[src/rtl/core/scfq_pkg.sv]
// Types and codes shared by the searchable FIFO queue files.
package scfq_pkg;

  typedef enum logic [2:0] {
    CMD_PUSH,
    CMD_POP,
    CMD_SEARCH,
    CMD_EDIT,
    CMD_INFO,
    CMD_VIEW
  } cmd_t;

  localparam logic [2:0] ST_OK      = 3'd0;
  localparam logic [2:0] ST_UNDER   = 3'd1;
  localparam logic [2:0] ST_OVER    = 3'd2;
  localparam logic [2:0] ST_BADPOS  = 3'd3;
  localparam logic [2:0] ST_NOMATCH = 3'd4;
  localparam logic [2:0] ST_EMPTY   = 3'd5;

  localparam int POS_W = 5;
  localparam int TOTAL_W = 36;

  typedef struct packed {
    logic [2:0]         cmd;
    logic signed [31:0] operand_value;
    logic [POS_W-1:0]   position_in;
  } req_t;

  typedef struct packed {
    logic [2:0]              status;
    logic [POS_W-1:0]        position;
    logic signed [31:0]      element_value;
    logic signed [TOTAL_W-1:0] total_sum;
    logic signed [31:0]      average;
    logic signed [31:0]      maximum;
    logic signed [31:0]      minimum;
    logic [POS_W-1:0]        count;
    logic                    last;
  } rsp_t;

endpackage

[src/rtl/core/scfq_store.sv]
// Item memory: one write port, one read port with registered read data.
module scfq_store #(
  parameter int DEPTH = 16,
  localparam int AW = (DEPTH > 1) ? $clog2(DEPTH) : 1
) (
  input  logic               clk,
  input  logic               we,
  input  logic [AW-1:0]      waddr,
  input  logic signed [31:0] wdata,
  input  logic [AW-1:0]      raddr,
  output logic signed [31:0] rdata
);

  logic signed [31:0] mem [DEPTH];

  always_ff @(posedge clk) begin
    if (we) begin
      mem[waddr] <= wdata;
    end
    rdata <= mem[raddr];
  end

endmodule

[src/rtl/core/scfq_div.sv]
// Iterative signed divider, one quotient bit per cycle, truncates toward zero.
module scfq_div #(
  parameter int SUM_W = 36,
  parameter int CNT_W = 5,
  localparam int STEP_W = $clog2(SUM_W + 1)
) (
  input  logic                    clk,
  input  logic                    rst,
  input  logic                    start,
  input  logic signed [SUM_W-1:0] dividend,
  input  logic [CNT_W-1:0]        divisor,
  output logic                    busy,
  output logic signed [31:0]      quotient
);

  logic [SUM_W-1:0]  shreg;   // dividend magnitude, shifted out as quotient shifts in
  logic [CNT_W-1:0]  rem;
  logic [CNT_W-1:0]  dvsr;
  logic [STEP_W-1:0] step;
  logic              neg;
  logic [CNT_W:0]    trial;
  logic              qbit;

  assign trial = {rem, shreg[SUM_W-1]};
  assign qbit  = (trial >= {1'b0, dvsr});

  always_ff @(posedge clk) begin
    if (rst) begin
      busy <= 1'b0;
    end else if (start) begin
      busy  <= 1'b1;
      neg   <= dividend[SUM_W-1];
      shreg <= dividend[SUM_W-1] ? -dividend : dividend;
      rem   <= '0;
      dvsr  <= divisor;
      step  <= STEP_W'(SUM_W);
    end else if (busy) begin
      rem   <= qbit ? CNT_W'(trial - {1'b0, dvsr}) : CNT_W'(trial);
      shreg <= {shreg[SUM_W-2:0], qbit};
      step  <= step - STEP_W'(1);
      if (step == STEP_W'(1)) begin
        busy <= 1'b0;
      end
    end
  end

  assign quotient = 32'(neg ? -shreg : shreg);

endmodule

[src/rtl/core/searchable_fifo_queue_core.sv]
// Searchable FIFO queue: sequencer, circular item store and shared walk unit.
//
// Request channel req (req_valid / req_stall) carries cmd, operand_value and
// position_in; response channel rsp (rsp_valid / rsp_stall) carries one or
// more results per command, the final one marked by last. An item is taken
// when valid is high and stall is low. The block holds one command at a time:
// req_stall stays high from acceptance until the command's last result has
// been loaded into the output register.
// Push, pop and rejected commands: the result is loaded from the EXEC state.
// Edit reads its item through READ and EVAL, then writes it in EVAL. Search
// and view walk the stored items through the single memory read port, one
// READ and EVAL per item. Info walks the same way with one add and two
// compares (max and min) per item, then runs the bit-serial divider for the
// average. Unused cmd codes return no result and free the block.
// Reset empties the queue (count and head cleared) and drops any pending
// result; memory contents are not cleared, entries are only read once pushed.
// A stalled result holds in the output register and the next one waits.
module searchable_fifo_queue_core
  import scfq_pkg::*;
#(
  parameter int DEPTH = 16
) (
  input  logic clk,
  input  logic rst,
  input  logic req_valid,
  output logic req_stall,
  input  req_t req,
  output logic rsp_valid,
  input  logic rsp_stall,
  output rsp_t rsp
);

  localparam int AW    = (DEPTH > 1) ? $clog2(DEPTH) : 1;
  localparam int CNT_W = $clog2(DEPTH + 1);
  localparam int SUM_W = 32 + $clog2(DEPTH) + 1;

  typedef enum logic [2:0] {
    S_IDLE,
    S_EXEC,
    S_READ,
    S_EVAL,
    S_FINISH,
    S_DIV
  } state_t;

  state_t             state;
  logic [2:0]         cmd_q;
  logic signed [31:0] opnd;
  logic [POS_W-1:0]   pos_q;
  logic [CNT_W-1:0]   count;
  logic [AW-1:0]      head;
  logic [CNT_W-1:0]   idx;
  logic [CNT_W-1:0]   pend_pos;
  logic               have_pend;
  logic signed [SUM_W-1:0] sum_acc;
  logic signed [31:0] mx;
  logic signed [31:0] mn;

  logic               slot_free;
  logic               last_item;
  logic [CNT_W-1:0]   idx_inc;
  logic signed [SUM_W-1:0] sum_next;
  logic               pos_bad;

  logic               mem_we;
  logic [AW-1:0]      mem_waddr;
  logic [AW-1:0]      mem_raddr;
  logic signed [31:0] rdata;

  logic               div_start;
  logic               div_busy;
  logic signed [31:0] quotient;

  // queue position (0 = head) to memory entry
  function automatic logic [AW-1:0] phys(input logic [AW-1:0] hd,
                                         input logic [CNT_W-1:0] ix);
    logic [AW:0] s;
    s = {1'b0, hd} + (AW+1)'(ix);
    if (s >= (AW+1)'(DEPTH)) begin
      s = s - (AW+1)'(DEPTH);
    end
    return s[AW-1:0];
  endfunction

  function automatic rsp_t make_rsp(input logic [2:0] st,
                                    input logic [CNT_W-1:0] p,
                                    input logic signed [31:0] elem,
                                    input logic signed [SUM_W-1:0] sm,
                                    input logic signed [31:0] avg,
                                    input logic signed [31:0] hi,
                                    input logic signed [31:0] lo,
                                    input logic [CNT_W-1:0] cnt,
                                    input logic lst);
    rsp_t r;
    r.status        = st;
    r.position      = POS_W'(p);
    r.element_value = elem;
    r.total_sum     = TOTAL_W'(sm);
    r.average       = avg;
    r.maximum       = hi;
    r.minimum       = lo;
    r.count         = POS_W'(cnt);
    r.last          = lst;
    return r;
  endfunction

  assign req_stall = (state != S_IDLE);
  assign slot_free = !rsp_valid || !rsp_stall;
  assign idx_inc   = idx + CNT_W'(1);
  assign last_item = (idx_inc == count);
  assign sum_next  = sum_acc + SUM_W'(rdata);
  assign pos_bad   = (pos_q == '0) || (int'(pos_q) > int'(count));

  assign mem_raddr = phys(head, idx);
  assign div_start = (state == S_EVAL) && (cmd_q == CMD_INFO) && last_item;

  always_comb begin
    mem_we    = 1'b0;
    mem_waddr = phys(head, count);
    if (state == S_EXEC && slot_free && cmd_q == CMD_PUSH && count != CNT_W'(DEPTH)) begin
      mem_we = 1'b1;
    end else if (state == S_EVAL && slot_free && cmd_q == CMD_EDIT) begin
      mem_we    = 1'b1;
      mem_waddr = mem_raddr;
    end
  end

  scfq_store #(
    .DEPTH (DEPTH)
  ) u_store (
    .clk   (clk),
    .we    (mem_we),
    .waddr (mem_waddr),
    .wdata (opnd),
    .raddr (mem_raddr),
    .rdata (rdata)
  );

  scfq_div #(
    .SUM_W (SUM_W),
    .CNT_W (CNT_W)
  ) u_div (
    .clk      (clk),
    .rst      (rst),
    .start    (div_start),
    .dividend (sum_next),
    .divisor  (count),
    .busy     (div_busy),
    .quotient (quotient)
  );

  always_ff @(posedge clk) begin
    if (rst) begin
      state     <= S_IDLE;
      count     <= '0;
      head      <= '0;
      rsp_valid <= 1'b0;
    end else begin
      if (rsp_valid && !rsp_stall) begin
        rsp_valid <= 1'b0;
      end
      case (state)
        S_IDLE: begin
          if (req_valid) begin
            cmd_q <= req.cmd;
            opnd  <= req.operand_value;
            pos_q <= req.position_in;
            state <= S_EXEC;
          end
        end
        S_EXEC: begin
          if (slot_free) begin
            state     <= S_IDLE;
            idx       <= '0;
            have_pend <= 1'b0;
            sum_acc   <= '0;
            case (cmd_q)
              CMD_PUSH: begin
                rsp_valid <= 1'b1;
                if (count == CNT_W'(DEPTH)) begin
                  rsp <= make_rsp(ST_OVER, '0, '0, '0, '0, '0, '0, count, 1'b1);
                end else begin
                  count <= count + CNT_W'(1);
                  rsp <= make_rsp(ST_OK, '0, '0, '0, '0, '0, '0,
                                  count + CNT_W'(1), 1'b1);
                end
              end
              CMD_POP: begin
                rsp_valid <= 1'b1;
                if (count == '0) begin
                  rsp <= make_rsp(ST_UNDER, '0, '0, '0, '0, '0, '0, count, 1'b1);
                end else begin
                  count <= count - CNT_W'(1);
                  head  <= (head == AW'(DEPTH - 1)) ? '0 : head + AW'(1);
                  rsp <= make_rsp(ST_OK, '0, '0, '0, '0, '0, '0,
                                  count - CNT_W'(1), 1'b1);
                end
              end
              CMD_EDIT: begin
                if (pos_bad) begin
                  rsp_valid <= 1'b1;
                  rsp <= make_rsp(ST_BADPOS, '0, '0, '0, '0, '0, '0, count, 1'b1);
                end else begin
                  idx   <= CNT_W'(pos_q - POS_W'(1));
                  state <= S_READ;
                end
              end
              CMD_SEARCH, CMD_INFO, CMD_VIEW: begin
                if (count == '0) begin
                  rsp_valid <= 1'b1;
                  rsp <= make_rsp((cmd_q == CMD_SEARCH) ? ST_NOMATCH : ST_EMPTY,
                                  '0, '0, '0, '0, '0, '0, count, 1'b1);
                end else begin
                  state <= S_READ;
                end
              end
              default: begin
                state <= S_IDLE;
              end
            endcase
          end
        end
        S_READ: begin
          state <= S_EVAL;
        end
        S_EVAL: begin
          case (cmd_q)
            CMD_EDIT: begin
              if (slot_free) begin
                rsp_valid <= 1'b1;
                rsp <= make_rsp(ST_OK, idx_inc, rdata, '0, '0, '0, '0, count, 1'b1);
                state <= S_IDLE;
              end
            end
            CMD_VIEW: begin
              if (slot_free) begin
                rsp_valid <= 1'b1;
                rsp <= make_rsp(ST_OK, idx_inc, rdata, '0, '0, '0, '0, count, last_item);
                idx   <= idx_inc;
                state <= last_item ? S_IDLE : S_READ;
              end
            end
            CMD_SEARCH: begin
              // a match is held back one step so the final one can carry last
              if (rdata != opnd) begin
                idx   <= idx_inc;
                state <= last_item ? S_FINISH : S_READ;
              end else if (!have_pend || slot_free) begin
                if (have_pend) begin
                  rsp_valid <= 1'b1;
                  rsp <= make_rsp(ST_OK, pend_pos, '0, '0, '0, '0, '0, count, 1'b0);
                end
                have_pend <= 1'b1;
                pend_pos  <= idx_inc;
                idx       <= idx_inc;
                state     <= last_item ? S_FINISH : S_READ;
              end
            end
            default: begin
              sum_acc <= sum_next;
              if (idx == '0 || rdata > mx) begin
                mx <= rdata;
              end
              if (idx == '0 || rdata < mn) begin
                mn <= rdata;
              end
              idx   <= idx_inc;
              state <= last_item ? S_DIV : S_READ;
            end
          endcase
        end
        S_FINISH: begin
          if (slot_free) begin
            rsp_valid <= 1'b1;
            if (have_pend) begin
              rsp <= make_rsp(ST_OK, pend_pos, '0, '0, '0, '0, '0, count, 1'b1);
            end else begin
              rsp <= make_rsp(ST_NOMATCH, '0, '0, '0, '0, '0, '0, count, 1'b1);
            end
            state <= S_IDLE;
          end
        end
        S_DIV: begin
          if (!div_busy && slot_free) begin
            rsp_valid <= 1'b1;
            rsp <= make_rsp(ST_OK, '0, '0, sum_acc, quotient, mx, mn, count, 1'b1);
            state <= S_IDLE;
          end
        end
        default: begin
          state <= S_IDLE;
        end
      endcase
    end
  end

endmodule

[config.mk]
export PLATFORM = sky130hd
export DESIGN_NAME = searchable_fifo_queue_core
export DESIGN_NICKNAME = d
export VERILOG_FILES = /design/src/rtl/core/scfq_pkg.sv /design/src/rtl/core/scfq_store.sv /design/src/rtl/core/scfq_div.sv /design/src/rtl/core/searchable_fifo_queue_core.sv
export SDC_FILE = /design/constraint.sdc
export NUM_CORES = 1
export LEC_CHECK = 0
export BUFFER_PORTS_ARGS = -buffer_cell sky130_fd_sc_hd__clkbuf_2
export CORE_ASPECT_RATIO = 1.75
export CORE_MARGIN = 10
export CORE_UTILIZATION = 58
export DETAILED_ROUTE_END_ITERATION = 10
export PLACE_DENSITY_LB_ADDON = 0.12
export SYNTH_ARGS = -nofsm -noshare
export SYNTH_HDL_FRONTEND = slang
export SYNTH_SLANG_ARGS = --single-unit
[constraint.sdc]
create_clock -name clk -period 35.2 [get_ports clk]
set_input_delay 5.28 -clock clk [delete_from_list [all_inputs] [get_ports clk]]
set_output_delay 5.28 -clock clk [all_outputs]
set_load 0.01 [all_outputs]
==> results.json, run 1 <==
{
  "final_nets": 3168,
  "first_global_vias": 25100,
  "cell_area_after_technology_mapping_um2": 41100,
  "syn-num-nets": 2952,
  "gp_congestion": 0.934,
  "ratio_of_routed_vias_to_standard_cells": 6.09,
  "initial_core_util_pct": 58.3,
  "synth.area.mux_share_pct": 7.21,
  "synth_top_area_share_pct": 65.4,
  "synth_enable_flop_cells": 896,
  "initialDrtViolationCount": 2218,
  "timing.final.crit_share_pct": 22.7,
  "timing.critical_path.arrival_ns": 8.24,
  "grt_pass1_wl_um": 152000,
  "start_to_end_type_of_the_worst_setup_path": "in -> reg",
  "post_synth_and_or_nand_nor_area_fraction_pct": 8.96,
  "postSynthRegisterBits": 942,
  "tightest_slew_ns": 1.19,
  "synth_top_cell_by_area": "edfxtp_1",
  "clock-skew-final_ns": 0.0184,
  "synthDistinctLibCells": 76,
  "maxSlewHeadroom_pct": 20.7,
  "track_usage_pct": 24.3,
  "wl_per_cell_um": 25.3,
  "critPathMostFrequentCell": "nand2_1",
  "asyncSetResetFlopFracSynth_pct": 0,
  "max_freq_ghz": 0.125,
  "cts_sinks": 942,
  "detail_route.first_pass.iterations": 5,
  "synth-xor-area-share_pct": 3.34,
  "chipHeight_um": 372,
  "synth.avg_cell_area_um2": 14.8,
  "yosysMostFrequentCell": "edfxtp_1",
  "crit_path_max_incr_delay_ns": 1.04,
  "outcome": "finished clean",
  "ioPinCount": 224,
  "floorplan.die_area_um2": 82400,
  "final_hold_viol_count": 0,
  "cts_tree": "yes",
  "static-leakage-power_nw": 16.5,
  "post-layout-total-power_mw": 2.31,
  "grt-ovfl-total": 0,
  "postSynthCellCount": 2779,
  "critical_path_cell_list": "clkbuf_2 > and2_1 > nor2_1 > nand2_1 > nor3_1 > nand2b_1 > nand2_1 > a32oi_1 > nor2_4",
  "postCtsHoldBufs": 0,
  "post_synthesis_compound_gate_area_fraction_pct": 6.66,
  "max-clock-path-buffers": 3,
  "routed-wl-met3_um": 5470,
  "site_row_count": 129,
  "drv.max_cap_violation_count": 0,
  "tritoncts.num_buffers": 81,
  "finalMaxSlewViolations": 0,
  "irDropWorstVdd_uv": 43.1,
  "synth-main-ff-cell": "edfxtp_1",
  "clock_latency_ns": 0.65,
  "totalWireLength_um": 100000,
  "h_tree_level_count": 3,
  "cts_clock_pin_slew_for_the_worst_setup_and_hold_paths_ns": 0.06,
  "setup-violations-final": 0,
  "yosysWarnings": 0,
  "synth_top_cells_by_area": "edfxtp_1 (65%), mux4_2 (7.0%), ha_1 (3.8%)",
  "synth_top_family_by_area": "simple AND/OR/NAND/NOR gates",
  "wl_met2_um": 53500,
  "post_route_cells_drive_above_1_share_pct": 18.3,
  "core_region_area_um2": 70500,
  "nature_of_the_critical_path_startpoint": "input pin",
  "post_cts.repair.setup_buffers": 0,
  "dpl.hpwl_um": 69400,
  "post_route_ant_nets": 0,
  "cts_repair_resize_count": 0,
  "synth_fa_ha_area_share_pct": 4.00,
  "vias": 24200,
  "worst-endpoint-required_ns": 35.46,
  "top_layer_used": "met5",
  "cellPowerDensity_nw_per_um2": 50.3,
  "netlist_top_cells_count": "edfxtp_1 (896), nand2_1 (219), nor2_1 (207)",
  "portBuffers": 223,
  "detail_route.drc_violations": 0,
  "synthToLayoutAreaGrowth_pct": 12.0,
  "fill_cells": 4999,
  "endpoint_class_of_the_critical_path": "register",
  "layout_min_cycle_time_ns": 7.98,
  "hold_class": "reg -> reg",
  "dieWidth_um": 221,
  "setup_repair_after_global_routing_missed_its_margin": "false",
  "cp_max_fo": 32,
  "wl_met1_um": 37600,
  "timing.critical_path.slowest_stage_cell": "nor2_4",
  "maximum_number_of_pins_on_one_net_before_global_route_repair": 95,
  "part_of_the_yosys_area_used_for_sequential_elements_pct": 67.7,
  "clock_root_cell": "clkbuf_16",
  "grt_antenna_before_repair": 2,
  "setup_total_negative_slack_ns": 0
}
-- stage by stage --
stage | instances | hold WS [ns] | setup slack, ns | util, % | area (um2)
2_1_floorplan | 2779 | 0.406 | 19.27 | - | 41100
3_3_place_gp | 3829 | 0.516 | 26.70 | 61.5 | 43400
3_5_place_dp | 3829 | 0.536 | 26.60 | 61.5 | 43400
4_1_cts | 3977 | 0.551 | 27.28 | 65.3 | 46000
5_1_grt | 3977 | 0.566 | 27.02 | 65.3 | 46000
6_report | 3978 | 0.544 | 27.22 | 65.3 | 46000
-- worst paths after layout --
path	depth (start not counted)	slack, ns	start	to
max	9	27.22	rsp_stall	u_store.mem[7][23]
min	2	0.54	u_div.shreg[34]	u_div.shreg[35]
min reg2reg	2	0.54	u_div.shreg[34]	u_div.shreg[35]
max reg2reg	12	29.81	u_store.rdata[2]	u_div.shreg[35]
-- cell usage in the layout (no fill, tap or decap), types with 24 or more instances in the layout --
master	count
and2_1	60
o21ai_0	115
clkbuf_16	82
nand2_1	218
and3_1	76
mux4_2	128
buf_4	36
a31oi_1	35
edfxtp_1	896
a21o_1	39
xor2_1	93
a211oi_1	44
inv_1	105
nand4_1	28
a21oi_1	86
dfxtp_1	46
nor2_1	190
ha_1	124
nor3_1	33
xnor2_1	59
nand3_1	24
clkbuf_2	223
-- registers in the layout (all words and copies together) (netlist names), 6 cells and up --
register       cells
mx                32
opnd              32
rsp              178
sum_acc           37
u_store.mem      512
u_div.shreg       37
u_store.rdata     32
mn                32
u_div.step         6
-- layout make-up --
class	instances	area [um2]	share of cell area, %
Clock inverter	43	408	0.886
Antenna cell	1	2.50	0.00544
Inverter	106	398	0.864
Timing Repair Buffer	259	1390	3.01
Clock buffer	105	2210	4.80
Sequential cell	942	27800	60.5
Multi-Input combinational cell	1605	12700	27.5
Tap cell	917	1150	2.49
-- logic make-up after synthesis --
group / count (synthesis)
DFF: 942
and+or+nand+nor: 758
AOI/OAI and AO/OA: 426
xor gates and xnor gates: 156
muxes: 136
adders and majority gates: 129
buffers and inverters: 232
-- critical path, delay by kind of cell --
family	cells	cell delay [ns]
AO/OA/AOI/OAI	1	0.34
AND/OR/NAND/NOR	7	2.47
buffers and inverters	1	0.09
-- power by group --
| part | switching, mW | internal, mW |
|---|---|---|
| Clock | 0.402 | 0.485 |
| Sequential | 0.0227 | 1.24 |
| Combinational | 0.103 | 0.0626 |
-- routing by layer --
| layer | global-route usage (%) | vias to the layer above |
|---|---|---|
| met4 | 10.3 | 2 |
| met2 | 44.1 | 825 |
| met1 | 28.4 | 12200 |
| met3 | 3.32 | 197 |
| met5 | 0 | - |
| li1 | - | 11000 |
Power figures use the tool's default switching activity.
==> inputs of run 2 (changes only) <==
--- a/config.mk
+++ b/config.mk
@@ -5,6 +5,7 @@
 export SDC_FILE = /design/constraint.sdc
 export NUM_CORES = 1
 export LEC_CHECK = 0
+export ABC_AREA = 1
 export BUFFER_PORTS_ARGS = -buffer_cell sky130_fd_sc_hd__clkbuf_2
 export CORE_ASPECT_RATIO = 1.75
 export CORE_MARGIN = 10
==> constraint.sdc (replaced) <==
create_clock -name clk -period 8.3 [get_ports clk]
set_input_delay 1.245 -clock clk [delete_from_list [all_inputs] [get_ports clk]]
set_output_delay 1.245 -clock clk [all_outputs]
set_load 0.01 [all_outputs]
==> results.json, run 2 <==
{
  "outcome": "finished clean",
  "critical_path_cell_list": "xnor2_1 > nand4_1 > nor3b_1 > nand2_1 > nor2_1 > inv_1 > a21oi_4 > buf_12",
  "detail_route.first_pass.iterations": 5,
  "synth.area.mux_share_pct": 1.50,
  "synth_fa_ha_area_share_pct": 3.85,
  "timing.critical_path.slowest_stage_cell": "nor3b_1",
  "cp_max_fo": 161,
  "post_route_ant_nets": 0,
  "ratio_of_routed_vias_to_standard_cells": 5.80,
  "post_cts.repair.setup_buffers": 0,
  "initial_core_util_pct": 58.5,
  "max-clock-path-buffers": 3,
  "crit_path_max_incr_delay_ns": 0.92,
  "chipHeight_um": 379,
  "static-leakage-power_nw": 18.5,
  "totalWireLength_um": 114000,
  "grt_pass1_wl_um": 169000,
  "final_hold_viol_count": 0,
  "gp_congestion": 0.990,
  "irDropWorstVdd_uv": 200,
  "synth_enable_flop_cells": 896,
  "final_nets": 4210,
  "track_usage_pct": 26.6,
  "postSynthCellCount": 3832,
  "largest-register": "u_store.mem",
  "final_common_cell": "edfxtp_1",
  "netlist_top_cells_count": "edfxtp_1 (896), nor2_1 (602), nand2_1 (575)",
  "post_synth_and_or_nand_nor_area_fraction_pct": 14.2,
  "h_tree_level_count": 3,
  "cellPowerDensity_nw_per_um2": 212,
  "hold_class": "reg -> reg",
  "synth_top_family_by_area": "simple AND/OR/NAND/NOR gates",
  "worst-endpoint-required_ns": 8.59,
  "setup_total_negative_slack_ns": 0,
  "synth_top_cell_by_area": "edfxtp_1",
  "clock_latency_ns": 0.69,
  "maximum_number_of_pins_on_one_net_before_global_route_repair": 215,
  "synth_top_area_share_pct": 63.1,
  "timing.final.crit_share_pct": 57.0,
  "fill_cells": 5642,
  "dieWidth_um": 225,
  "asyncSetResetFlopFracSynth_pct": 0,
  "dpl.hpwl_um": 76200,
  "initialDrtViolationCount": 2846,
  "yosysMostFrequentCell": "edfxtp_1",
  "synth-main-ff-cell": "edfxtp_1",
  "reg.largest.list": "u_store.mem x512, rsp x178",
  "postSynthRegisterBits": 942,
  "clock-skew-final_ns": 0.0355,
  "synthDistinctLibCells": 59,
  "tritoncts.num_buffers": 82,
  "grt_antenna_before_repair": 0,
  "place_inst": 4884,
  "clock_root_cell": "clkbuf_16",
  "first_global_vias": 28600,
  "cts_clock_pin_slew_for_the_worst_setup_and_hold_paths_ns": 0.06,
  "setup-violations-final": 0,
  "cts_repair_resize_count": 0,
  "endpoint_class_of_the_critical_path": "register",
  "vias": 29200,
  "grt-ovfl-total": 0,
  "cts_tree": "yes",
  "postCtsHoldBufs": 0,
  "cell_area_after_technology_mapping_um2": 42700,
  "synth_top_cells_by_area": "edfxtp_1 (63%), nor2_1 (5.3%), nand2_1 (5.1%)",
  "mostFrequentLayoutCells": "edfxtp_1 (896), nor2_1 (585), nand2_1 (574)",
  "post_route_cells_drive_above_1_share_pct": 11.8,
  "timing.critical_path.arrival_ns": 5.02,
  "nature_of_the_critical_path_startpoint": "register",
  "drv.max_cap_violation_count": 0,
  "finalMaxSlewViolations": 0,
  "synth.avg_cell_area_um2": 11.1,
  "setup_repair_after_global_routing_missed_its_margin": "false",
  "maxSlewHeadroom_pct": 25.7,
  "max_freq_ghz": 0.211,
  "synthToLayoutAreaGrowth_pct": 11.5,
  "largest_register_ff_count": 512,
  "core_region_area_um2": 72900,
  "syn-num-nets": 4005,
  "part_of_the_yosys_area_used_for_sequential_elements_pct": 65.2,
  "post_synthesis_compound_gate_area_fraction_pct": 8.73,
  "tightest_slew_ns": 1.11,
  "detail_route.drc_violations": 0,
  "floorplan.die_area_um2": 85200,
  "finished_layout_cells": 5039,
  "start_to_end_type_of_the_worst_setup_path": "reg -> reg",
  "site_row_count": 131,
  "yosysWarnings": 0,
  "cts_sinks": 942,
  "synth-xor-area-share_pct": 1.44,
  "ioPinCount": 224,
  "layout_min_cycle_time_ns": 4.73,
  "portBuffers": 223,
  "wl_per_cell_um": 22.6
}
## run 2: changes by cell type after synthesis, sizes merged, moves of 64 or more
cell and delta:
inv +325, and3 -74, nand3 +106, nand2 +384
o221ai +64, a21oi +66, o21ai +124, nor2 +409
mux4 -128, o32ai +64
## run 2: path summary, 6_finish.rpt
path,from,to,slack (ns),depth (start not counted)
max,opnd[24],rsp[146],3.57,8
min,u_div.shreg[33],u_div.shreg[34],0.54,2
max reg2reg,opnd[24],rsp[146],3.57,8
min reg2reg,u_div.shreg[33],u_div.shreg[34],0.54,2
## run 2: area by class of cell
class                           instances  area, um2  area share (%)
Timing Repair Buffer                  258       1420            2.98
Multi-Input combinational cell       2319      12900            27.0
Sequential cell                       942      27800            58.5
Clock buffer                          107       2220            4.66
Tap cell                              931       1160            2.45
Inverter                              434       1640            3.44
Clock inverter                         46        448           0.942
Antenna cell                            2       5.00          0.0105
## run 2: logic make-up after synthesis
logic type,after synthesis
AO/OA/AOI/OAI,609
buffers and inverters,571
adder cells (fa/ha/maj),129
AND/OR/NAND/NOR,1447
multiplexers,64
flip-flops,942
XOR/XNOR,70
## run 2: through the flow
| step | power (mW) | hold WS (ns) | cell area, um2 | util, % | setup slack, ns |
|---|---|---|---|---|---|
| 2_1_floorplan | 6.07 | 0.431 | 42700 | - | 0.897 |
| 3_3_place_gp | 6.37 | 0.513 | 44900 | 61.6 | 3.58 |
| 3_5_place_dp | 6.38 | 0.521 | 44900 | 61.6 | 3.51 |
| 4_1_cts | 10.1 | 0.539 | 47600 | 65.2 | 3.51 |
| 5_1_grt | 10.4 | 0.576 | 47600 | 65.2 | 3.29 |
| 6_report | 10.1 | 0.537 | 47600 | 65.2 | 3.57 |
## run 2: power breakdown
part           switching [mW]  internal, mW  leakage [nW]
logic                   0.624         0.289          8.73
registers               0.106          5.27          8.47
clock network            1.75          2.05          1.29
total                    2.48          7.60          18.5
## run 2: critical path: cells and delay by family (launching register included)
kind / cells / cell delay (ns)
AOI/OAI and AO/OA: 1 / 0.60
xor gates and xnor gates: 1 / 0.67
buffers and inverters: 2 / 0.67
DFF: 1 / 0.64
and+or+nand+nor: 4 / 1.48
## run 2: layer usage
metal,up-vias,part of all wire [%],track usage [%]
met1,14100,37,30.9
met5,-,0,0
met2,1085,52,47.4
li1,13800,-,-
met3,245,5.9,3.08
met4,0,4.7,13.9
